`src/hw/rtl/assert_macros.svh`:
```
// ----------------------------------------------------------------------------
// assertion macros
// shared property wrappers for clocked checks with synchronous reset
// ----------------------------------------------------------------------------
`ifndef ASSERT_MACROS_SVH
`define ASSERT_MACROS_SVH

// same-cycle implication
`define FCD_ASSERT_IMPL(lbl, clk, rst_n, ant, con) \
    lbl: assert property (@(posedge clk) disable iff (!(rst_n)) (ant) |-> (con)) \
        else $error("fcd assertion failed");

// next-cycle implication
`define FCD_ASSERT_NEXT(lbl, clk, rst_n, ant, con) \
    lbl: assert property (@(posedge clk) disable iff (!(rst_n)) (ant) |=> (con)) \
        else $error("fcd assertion failed");

`endif

```
`src/hw/rtl/fcd_pkg.sv`:
```
// ----------------------------------------------------------------------------
// fcd_pkg
// shared types and constants of the per-client flood detector
// ----------------------------------------------------------------------------
package fcd_pkg;

    localparam int DEF_ENTRIES = 32;
    localparam int QUEUE_DEPTH = 2;

    // configuration port
    localparam int CFG_IDX_W  = 1;
    localparam int CFG_DATA_W = 16;
    localparam logic [CFG_IDX_W-1:0] REG_WINDOW_PER_LEVEL    = 1'b0;
    localparam logic [CFG_IDX_W-1:0] REG_QUICK_BURST_SECONDS = 1'b1;
    localparam logic [CFG_DATA_W-1:0] WINDOW_RESET = 16'd60;
    localparam logic [CFG_DATA_W-1:0] QUICK_RESET  = 16'd7;

    // record arithmetic
    localparam logic [15:0] COUNT_WRAP_AT   = 16'd65535;
    localparam logic [15:0] COUNT_WRAP_TO   = 16'd6;
    localparam logic [15:0] COUNT_SECOND_UP = 16'd10;
    localparam logic [2:0]  PHASE_LAST      = 3'd4;
    localparam logic [2:0]  PHASE_AT_WRAP   = 3'd1;
    localparam logic [7:0]  LEVEL_MAX       = 8'd255;

    // what the front decided for one word
    localparam int KIND_W = 2;
    typedef enum logic [KIND_W-1:0] {
        K_HIT,
        K_NEW,
        K_FULL
    } t_kind;

    localparam int TIME_W = 32;

endpackage

```
`src/hw/rtl/fcd_front.sv`:
```
// ----------------------------------------------------------------------------
// fcd_front
// key table with parallel match, free-entry search and insert on miss
// ----------------------------------------------------------------------------
module fcd_front import fcd_pkg::*; #(
    parameter int ENTRIES = DEF_ENTRIES
) (
    input  logic                                      i_clk,
    input  logic                                      i_rst_n,
    input  logic                                      i_accept,
    input  logic [31:0]                               i_client_key,
    input  logic [TIME_W-1:0]                         i_now_seconds,
    output logic                                      o_push,
    output logic [KIND_W+$clog2(ENTRIES)+TIME_W-1:0]  o_task
);

    localparam int IDX_W = $clog2(ENTRIES);

    logic [ENTRIES-1:0] r_valid;
    logic [31:0]        r_key [ENTRIES];

    logic             w_hit;
    logic [IDX_W-1:0] w_hit_idx;
    logic             w_free;
    logic [IDX_W-1:0] w_free_idx;
    logic             w_insert;
    t_kind            w_kind;
    logic [IDX_W-1:0] w_idx;

    // scan from the top so the lowest match and lowest free entry win
    always_comb begin
        w_hit      = 1'b0;
        w_hit_idx  = '0;
        w_free     = 1'b0;
        w_free_idx = '0;
        for (int i = ENTRIES - 1; i >= 0; i--) begin
            if (r_valid[i] && (r_key[i] == i_client_key)) begin
                w_hit     = 1'b1;
                w_hit_idx = IDX_W'(i);
            end
            if (!r_valid[i]) begin
                w_free     = 1'b1;
                w_free_idx = IDX_W'(i);
            end
        end
    end

    always_comb begin
        if (w_hit) begin
            w_kind = K_HIT;
            w_idx  = w_hit_idx;
        end else if (w_free) begin
            w_kind = K_NEW;
            w_idx  = w_free_idx;
        end else begin
            w_kind = K_FULL;
            w_idx  = '0;
        end
    end

    assign w_insert = i_accept && !w_hit && w_free;

    always_ff @(posedge i_clk) begin
        if (!i_rst_n) begin
            r_valid <= '0;
        end else if (w_insert) begin
            r_valid[w_free_idx] <= 1'b1;
        end
    end

    always_ff @(posedge i_clk) begin
        if (w_insert) begin
            r_key[w_free_idx] <= i_client_key;
        end
    end

    assign o_push = i_accept;
    assign o_task = {w_kind, w_idx, i_now_seconds};

endmodule

```
`src/hw/rtl/fcd_queue.sv`:
```
// ----------------------------------------------------------------------------
// fcd_queue
// small fifo between the classifying front and the record update
// ----------------------------------------------------------------------------
module fcd_queue import fcd_pkg::*; #(
    parameter int WIDTH = 8,
    parameter int DEPTH = QUEUE_DEPTH
) (
    input  logic             i_clk,
    input  logic             i_rst_n,
    input  logic             i_push,
    input  logic [WIDTH-1:0] i_data,
    input  logic             i_pop,
    output logic             o_empty,
    output logic             o_full,
    output logic [WIDTH-1:0] o_data
);

    localparam int PTR_W = $clog2(DEPTH);
    localparam int CNT_W = $clog2(DEPTH + 1);

    logic [WIDTH-1:0] r_mem [DEPTH];
    logic [PTR_W-1:0] r_wr;
    logic [PTR_W-1:0] r_rd;
    logic [CNT_W-1:0] r_cnt;

    logic w_push;
    logic w_pop;

    assign o_empty = (r_cnt == '0);
    assign o_full  = (r_cnt == CNT_W'(DEPTH));
    assign w_push  = i_push && !o_full;
    assign w_pop   = i_pop && !o_empty;
    assign o_data  = r_mem[r_rd];

    always_ff @(posedge i_clk) begin
        if (!i_rst_n) begin
            r_wr  <= '0;
            r_rd  <= '0;
            r_cnt <= '0;
        end else begin
            if (w_push) begin
                r_wr <= (r_wr == PTR_W'(DEPTH - 1)) ? '0 : r_wr + 1'b1;
            end
            if (w_pop) begin
                r_rd <= (r_rd == PTR_W'(DEPTH - 1)) ? '0 : r_rd + 1'b1;
            end
            if (w_push && !w_pop) begin
                r_cnt <= r_cnt + 1'b1;
            end else if (w_pop && !w_push) begin
                r_cnt <= r_cnt - 1'b1;
            end
        end
    end

    always_ff @(posedge i_clk) begin
        if (w_push) begin
            r_mem[r_wr] <= i_data;
        end
    end

endmodule

```
`src/hw/rtl/fcd_back.sv`:
```
// ----------------------------------------------------------------------------
// fcd_back
// record memory and the read-modify-write that produces each result
// ----------------------------------------------------------------------------
module fcd_back import fcd_pkg::*; #(
    parameter int ENTRIES = DEF_ENTRIES
) (
    input  logic                                      i_clk,
    input  logic                                      i_rst_n,
    input  logic [CFG_DATA_W-1:0]                     i_window_per_level,
    input  logic [CFG_DATA_W-1:0]                     i_quick_burst_seconds,
    input  logic                                      i_q_empty,
    input  logic [KIND_W+$clog2(ENTRIES)+TIME_W-1:0]  i_q_data,
    output logic                                      o_pop,
    output logic                                      o_valid,
    output logic [7:0]                                o_flood_level,
    output logic                                      o_is_new_client,
    output logic                                      o_table_full
);

    localparam int IDX_W  = $clog2(ENTRIES);
    localparam int TASK_W = KIND_W + IDX_W + TIME_W;
    localparam int PROD_W = 8 + CFG_DATA_W;

    typedef struct packed {
        logic [TIME_W-1:0] start;
        logic [15:0]       count;
        logic [2:0]        phase;   // count mod 5
        logic [7:0]        level;
    } t_rec;

    typedef enum logic [1:0] {
        B_IDLE,
        B_CALC,
        B_DONE
    } t_state;

    t_rec              r_mem [ENTRIES];
    t_rec              r_rd_rec;
    t_state            r_state;
    t_kind             r_kind;
    logic [IDX_W-1:0]  r_idx;
    logic [TIME_W-1:0] r_now;
    logic [TIME_W-1:0] r_elapsed;
    logic [PROD_W-1:0] r_prod;

    t_kind             w_head_kind;
    logic [IDX_W-1:0]  w_head_idx;
    logic [TIME_W-1:0] w_head_now;
    logic              w_clear;
    logic [TIME_W-1:0] w_el;
    t_rec              w_base;
    t_rec              w_upd;
    t_rec              w_wr_rec;
    logic              w_wr_en;

    function automatic logic [7:0] level_up(input logic [7:0] lvl);
        return (lvl == LEVEL_MAX) ? lvl : lvl + 8'd1;
    endfunction

    assign w_head_kind = t_kind'(i_q_data[TASK_W-1 -: KIND_W]);
    assign w_head_idx  = i_q_data[TIME_W +: IDX_W];
    assign w_head_now  = i_q_data[TIME_W-1:0];

    assign o_pop = (r_state == B_IDLE) && !i_q_empty;

    // quiet long enough: start over
    assign w_clear = (r_rd_rec.level != 8'd0)
                  && (r_elapsed > {{(TIME_W-PROD_W){1'b0}}, r_prod});

    always_comb begin
        if (w_clear) begin
            w_base = '{start: r_now, count: 16'd0, phase: 3'd0, level: 8'd0};
            w_el   = '0;
        end else begin
            w_base = r_rd_rec;
            w_el   = r_elapsed;
        end
        w_upd       = w_base;
        w_upd.count = w_base.count + 16'd1;
        w_upd.phase = (w_base.phase == PHASE_LAST) ? 3'd0 : w_base.phase + 3'd1;
        if (w_upd.phase == 3'd0) begin
            if (w_el < {{(TIME_W-CFG_DATA_W){1'b0}}, i_quick_burst_seconds}) begin
                w_upd.level = level_up(w_upd.level);
            end
            if (w_upd.count >= COUNT_SECOND_UP) begin
                w_upd.level = level_up(w_upd.level);
            end
        end
        if (w_upd.count == COUNT_WRAP_AT) begin
            w_upd.count = COUNT_WRAP_TO;
            w_upd.phase = PHASE_AT_WRAP;
        end
    end

    always_comb begin
        if (r_kind == K_HIT) begin
            w_wr_rec = w_upd;
        end else begin
            w_wr_rec = '{start: r_now, count: 16'd0, phase: 3'd0, level: 8'd0};
        end
    end

    assign w_wr_en = (r_state == B_DONE) && (r_kind != K_FULL);

    always_ff @(posedge i_clk) begin
        if (o_pop) begin
            r_rd_rec <= r_mem[w_head_idx];
        end
        if (w_wr_en) begin
            r_mem[r_idx] <= w_wr_rec;
        end
    end

    always_ff @(posedge i_clk) begin
        if (!i_rst_n) begin
            r_state <= B_IDLE;
            o_valid <= 1'b0;
        end else begin
            unique case (r_state)
                B_IDLE: begin
                    o_valid <= 1'b0;
                    if (o_pop) begin
                        r_kind  <= w_head_kind;
                        r_idx   <= w_head_idx;
                        r_now   <= w_head_now;
                        r_state <= (w_head_kind == K_HIT) ? B_CALC : B_DONE;
                    end
                end
                B_CALC: begin
                    r_elapsed <= r_now - r_rd_rec.start;
                    r_prod    <= PROD_W'(r_rd_rec.level) * PROD_W'(i_window_per_level);
                    r_state   <= B_DONE;
                end
                B_DONE: begin
                    o_valid         <= 1'b1;
                    o_flood_level   <= (r_kind == K_HIT) ? w_upd.level : 8'd0;
                    o_is_new_client <= (r_kind == K_NEW);
                    o_table_full    <= (r_kind == K_FULL);
                    r_state         <= B_IDLE;
                end
                default: begin
                    r_state <= B_IDLE;
                end
            endcase
        end
    end

endmodule

```
`src/hw/rtl/per_client_flood_detector.sv`:
```
// ----------------------------------------------------------------------------
// per_client_flood_detector
// tracks per-client message bursts and reports each client's flood level
// ----------------------------------------------------------------------------
//   channel   handshake          payload
//   input     start / busy       i_client_key, i_now_seconds
//   result    o_valid strobe     o_flood_level, o_is_new_client, o_table_full
//   config    i_cfg_we           i_cfg_idx, i_cfg_data
//
// the front matches the key against all entries in the cycle a word is taken;
// the back reads the record, then a known client passes B_CALC (multiply) and
// B_DONE (compare and write-back), a new or full word only B_DONE, taking no
// new word till idle. busy rises while the 2-word queue between them is full.
// reset is synchronous: valid bits clear at once, no clearing pass is needed.
// each result stands for one cycle; the receiver cannot stall.
// ----------------------------------------------------------------------------
`include "assert_macros.svh"

module per_client_flood_detector import fcd_pkg::*; #(
    parameter int ENTRIES = DEF_ENTRIES
) (
    input  logic                  i_clk,
    input  logic                  i_rst_n,
    input  logic                  start,
    output logic                  busy,
    input  logic [31:0]           i_client_key,
    input  logic [TIME_W-1:0]     i_now_seconds,
    output logic                  o_valid,
    output logic [7:0]            o_flood_level,
    output logic                  o_is_new_client,
    output logic                  o_table_full,
    input  logic                  i_cfg_we,
    input  logic [CFG_IDX_W-1:0]  i_cfg_idx,
    input  logic [CFG_DATA_W-1:0] i_cfg_data
);

    localparam int IDX_W  = $clog2(ENTRIES);
    localparam int TASK_W = KIND_W + IDX_W + TIME_W;

    logic [CFG_DATA_W-1:0] r_window_per_level;
    logic [CFG_DATA_W-1:0] r_quick_burst_seconds;

    logic              w_accept;
    logic              w_push;
    logic [TASK_W-1:0] w_task;
    logic              w_pop;
    logic              w_q_empty;
    logic              w_q_full;
    logic [TASK_W-1:0] w_q_data;
    logic              w_no_record;

    always_ff @(posedge i_clk) begin
        if (!i_rst_n) begin
            r_window_per_level    <= WINDOW_RESET;
            r_quick_burst_seconds <= QUICK_RESET;
        end else if (i_cfg_we) begin
            unique case (i_cfg_idx)
                REG_WINDOW_PER_LEVEL:    r_window_per_level    <= i_cfg_data;
                REG_QUICK_BURST_SECONDS: r_quick_burst_seconds <= i_cfg_data;
                default: ;
            endcase
        end
    end

    assign busy     = w_q_full;
    assign w_accept = start && !busy;

    fcd_front #(
        .ENTRIES (ENTRIES)
    ) u_front (
        .i_clk         (i_clk),
        .i_rst_n       (i_rst_n),
        .i_accept      (w_accept),
        .i_client_key  (i_client_key),
        .i_now_seconds (i_now_seconds),
        .o_push        (w_push),
        .o_task        (w_task)
    );

    fcd_queue #(
        .WIDTH (TASK_W),
        .DEPTH (QUEUE_DEPTH)
    ) u_queue (
        .i_clk   (i_clk),
        .i_rst_n (i_rst_n),
        .i_push  (w_push),
        .i_data  (w_task),
        .i_pop   (w_pop),
        .o_empty (w_q_empty),
        .o_full  (w_q_full),
        .o_data  (w_q_data)
    );

    fcd_back #(
        .ENTRIES (ENTRIES)
    ) u_back (
        .i_clk                 (i_clk),
        .i_rst_n               (i_rst_n),
        .i_window_per_level    (r_window_per_level),
        .i_quick_burst_seconds (r_quick_burst_seconds),
        .i_q_empty             (w_q_empty),
        .i_q_data              (w_q_data),
        .o_pop                 (w_pop),
        .o_valid               (o_valid),
        .o_flood_level         (o_flood_level),
        .o_is_new_client       (o_is_new_client),
        .o_table_full          (o_table_full)
    );

    assign w_no_record = o_is_new_client || o_table_full;

    // the back never finishes two words in adjacent cycles
    `FCD_ASSERT_NEXT(a_strobe_spaced, i_clk, i_rst_n, o_valid, !o_valid)
    // new record and full table are exclusive
    `FCD_ASSERT_IMPL(a_new_full_excl, i_clk, i_rst_n, o_valid, !(o_is_new_client && o_table_full))
    // only a known client can carry a nonzero level
    `FCD_ASSERT_IMPL(a_level_on_hit, i_clk, i_rst_n, o_valid && w_no_record, o_flood_level == 8'd0)
    // an accepted word always lands in the queue
    `FCD_ASSERT_NEXT(a_accept_queued, i_clk, i_rst_n, w_accept, !w_q_empty)

endmodule
```
`config.mk`:
```
export PLATFORM = sky130hd
export DESIGN_NAME = per_client_flood_detector
export DESIGN_NICKNAME = d
export VERILOG_FILES = /design/src/hw/rtl/fcd_pkg.sv /design/src/hw/rtl/fcd_front.sv /design/src/hw/rtl/fcd_queue.sv /design/src/hw/rtl/fcd_back.sv /design/src/hw/rtl/per_client_flood_detector.sv
export VERILOG_INCLUDE_DIRS = /design/src /design/src/hw/rtl
export SDC_FILE = /design/constraint.sdc
export NUM_CORES = 2
export LEC_CHECK = 0
export ABC_CLOCK_PERIOD_IN_PS = 10800
export BUFFER_PORTS_ARGS = -buffer_cell sky130_fd_sc_hd__buf_2
export CAP_MARGIN = 20
export CORE_UTILIZATION = 63
export CTS_BUF_LIST = sky130_fd_sc_hd__clkbuf_16
export CTS_CLUSTER_SIZE = 14
export DETAILED_ROUTE_END_ITERATION = 10
export PLACE_DENSITY_LB_ADDON = 0.05
export SYNTH_ARGS = -nofsm -noshare
export SYNTH_HDL_FRONTEND = slang
export SYNTH_HIERARCHICAL = 1
export SYNTH_SLANG_ARGS = --single-unit
```
`constraint.sdc`:
```
create_clock -name i_clk -period 10.8 [get_ports i_clk]
set_input_delay 1.08 -clock i_clk [delete_from_list [all_inputs] [get_ports i_clk]]
set_output_delay 1.08 -clock i_clk [all_outputs]
set_load 0.1 [all_outputs]
```
==> results.md <==
* Status: completed
* Worst Setup Path Type: register to register
* Worst EP required at 11,400 ps
* Final TNS setup at 0 ps
* Cts hold-fix bufs at 0
* Mapped Nets at 7,994
* Dominant register cell in the synthesized netlist: edfxtp_1
* Initial antenna violation count at 13
* Worst hold path type: primary input to register
* Slew Viols, Final at 0
* Number of buffers created by CTS at 337
* GPL Wtd Cong at 0.9092
* Worst-margin pin slew at 1179 ps
* Antenna-violating nets left at 0
* Final setup vio count at 0
* DRC at 0
* Cell taking the most area after synthesis: edfxtp_1
* Vias at 73,278
* Iteration-0 DRC Markers at 8,373
* Worst setup SP type: register
* Crit-path max FO at 32
* Die width at 470.4 um
* Syn avg cell area at 17.94 um2
* Async set-reset flop share out of synthesis at 0
* Hpwl dp at 195,500 um
* Net Sw Frac at 0.2826
* Core area at 217,600 um2
* Avg WL per Cell at 31.63 um
* Vias in the first global route at 73,211
* Top post-synthesis cells by area: edfxtp_1 69%, mux4_2 9.6%, xor2_1 4.7%
* Post-route cell area at 152,300 um2
* CTS resizes at 0
* Peak VDD IR at 0.2337 mV
* Vias per Instance at 6.615
* Part of the power in registers at 0.444
* Final Hold Vio Count at 0
* RSZ-0062 raised after global routing: no
* Clk sinks at 3,226
* Synth Instances at 7,703
* Clock share of power at 0.328
* CTS tree: yes
* Htree depth at 5
* Synth top cells by count: 3,154 x edfxtp_1, 740 x xor2_1, 590 x mux4_2, 330 x nor4_1, 327 x xnor2_1
* Placed inst area at 141,800 um2
* Clk_lat worst skew at 960 ps
* Postcts setup bufs at 0
* IO Count at 97
* Total grt overflow at 0
* Die Footprint at 221,300 um2
* GRT Total Usage at 0.3190
* Root buf cell: clkbuf_16
* Final nets at 8,258
* PortBufs at 96
* Clk_skew at 74.93 ps
* Crit path time final at 6358 ps
* Clock Tree Buf Depth at 4
* Yosys reg bits at 3,226
* Final worst-path cycle share at 0.5887
* Synthesized cell area at 138,200 um2
* Leak pwr at 48.20 nW
* Largest net degree at the start of global routing at 138
* Vert. Die Dim at 470.4 um
* First-pass GRT wire length at 506,500 um
* Max Freq at 157.3 MHz
* Net Sw Power at 9.454 mW
* Sequential share of the synthesized area at 0.6956
* Max-cap violations at 0
* Int Power at 24.00 mW
* Row count at 171
* Critical path arrival at 6960 ps
* Power per cell area at 219.7 nW/um2
* Synth-to-layout area growth at 10.16%
* Area share of the largest cell type after synthesis at 0.6852
* CP Capture Type: register
* Drt first pass iters at 6
* Clock-pin slew on the worst setup and hold paths at 60 ps
* Dominant cell by count in the synthesized netlist: edfxtp_1
* Starting Density at 0.6352
* Routed wire length at 350,400 um
* Netlist cell types at 113
* EDFF count, synth at 3,154
* Synth Warn # at 6
* Gate power share at 0.227
* Slew margin rel. at 0.2085
* Share of layout cells above drive strength 1 at 0.1942
[area by class of cell]
class	count	area, um2
fillers	13719	65320
multi-input cells	3896	39210
flip-flops and latches	3226	96150
inverters	217	814.5
diodes	9	22.52
clock buffers	340	8508
clock inverters	246	1836
repair buffers	289	2157
well taps	2854	3571
[kinds of logic after synthesis]
kind of cell | share of synthesized area
mux | 0.1088
fa+ha+maj | 0.02326
simple gates | 0.06313
flops | 0.6956
buf+inv | 0.02421
compound gates | 0.01698
xor+xnor | 0.06796
[through the flow]
step	setup slack, ps	hold WS [ps]	utilization	std cells	total power, mW
after floorplan	4151	433.5	-	7703	20.11
after global placement	4264	450.3	0.6515	10472	22.67
after detailed placement	4086	449.3	0.6517	10475	22.73
after CTS	4053	264.1	0.6993	11061	33.63
after global routing	4138	279.7	0.6997	11073	34.57
final	4442	326.6	0.6998	11077	33.45
[registers in the layout, summed over array words and instances, names as in the netlist, named ones only]
register                cells
r_quick_burst_seconds      16
r_window_per_level         16
u_back/o_flood_level        8
u_back/o_is_new_client      1
u_back/o_table_full         1
u_back/o_valid              1
u_back/r_elapsed           32
u_back/r_idx                5
u_back/r_kind               2
u_back/r_mem             1888
u_back/r_now               32
u_back/r_prod              24
u_back/r_rd_rec            59
u_back/r_state              2
u_front/r_key            1024
u_front/r_valid            32
u_queue/r_cnt               2
u_queue/r_mem              78
u_queue/r_rd                1
u_queue/r_wr                1
[worst paths after layout]
check / end / slack [ps] / cells past startpoint / start
max: u_back/r_mem[5][26] / 4440 / 16 / u_back/r_elapsed[26]
min: u_queue/r_mem[1][4] / 330 / 1 / i_now_seconds[4]
max reg2reg: u_back/r_mem[5][26] / 4440 / 16 / u_back/r_elapsed[26]
min reg2reg: r_quick_burst_seconds[14] / 460 / 2 / r_quick_burst_seconds[14]
[layout by cell type, fill, tap and decap left out, types with 63 or more instances in the layout]
| master | instances |
|---|---|
| nand3_1 | 103 |
| nor2_1 | 95 |
| clkbuf_16 | 340 |
| dfxtp_1 | 71 |
| xor2_1 | 740 |
| nor4_1 | 329 |
| and2_1 | 73 |
| nand2_1 | 290 |
| inv_1 | 295 |
| mux2_2 | 126 |
| edfxtp_1 | 3154 |
| mux4_2 | 590 |
| xnor2_1 | 326 |
| clkinv_1 | 78 |
| fa_1 | 85 |
| nor3_1 | 80 |
| buf_2 | 63 |
| ha_1 | 121 |
| buf_4 | 210 |
| nand4_1 | 162 |
[power by group through the flow]
stage               registers [mW]  clock network, mW  logic, mW
finish                        14.9               11.0       7.61
global route                  14.9               11.6       8.11
CTS                           14.9               11.1       7.67
detailed placement            15.1                  0       7.61
global placement              15.1                  0       7.56
floorplan                     15.0                  0       5.12
[worst max-delay path, stage by stage, from the launching register on]
cell,delay (ps)
edfxtp_1,370
nor4_1,320
nand2_1,440
or4_4,700
o21ai_2,210
or2_2,370
and3_1,350
ha_1,330
and3_1,310
nand3_1,220
nand2_1,150
nor2_1,40
o21ai_0,170
a2111oi_0,140
nand2_1,230
nand3_1,600
nor2_2,1060
[per-layer routing]
layer | global-route usage | vias to the layer above | wire length (um)
li1 | - | 30870 | -
met1 | 0.4276 | 38187 | 134500
met2 | 0.5346 | 3493 | 174800
met3 | 0.04209 | 720 | 25970
met4 | 0.1281 | 8 | 15150
met5 | 0 | - | 55
Note: power is estimated with default switching activity, not from simulation.
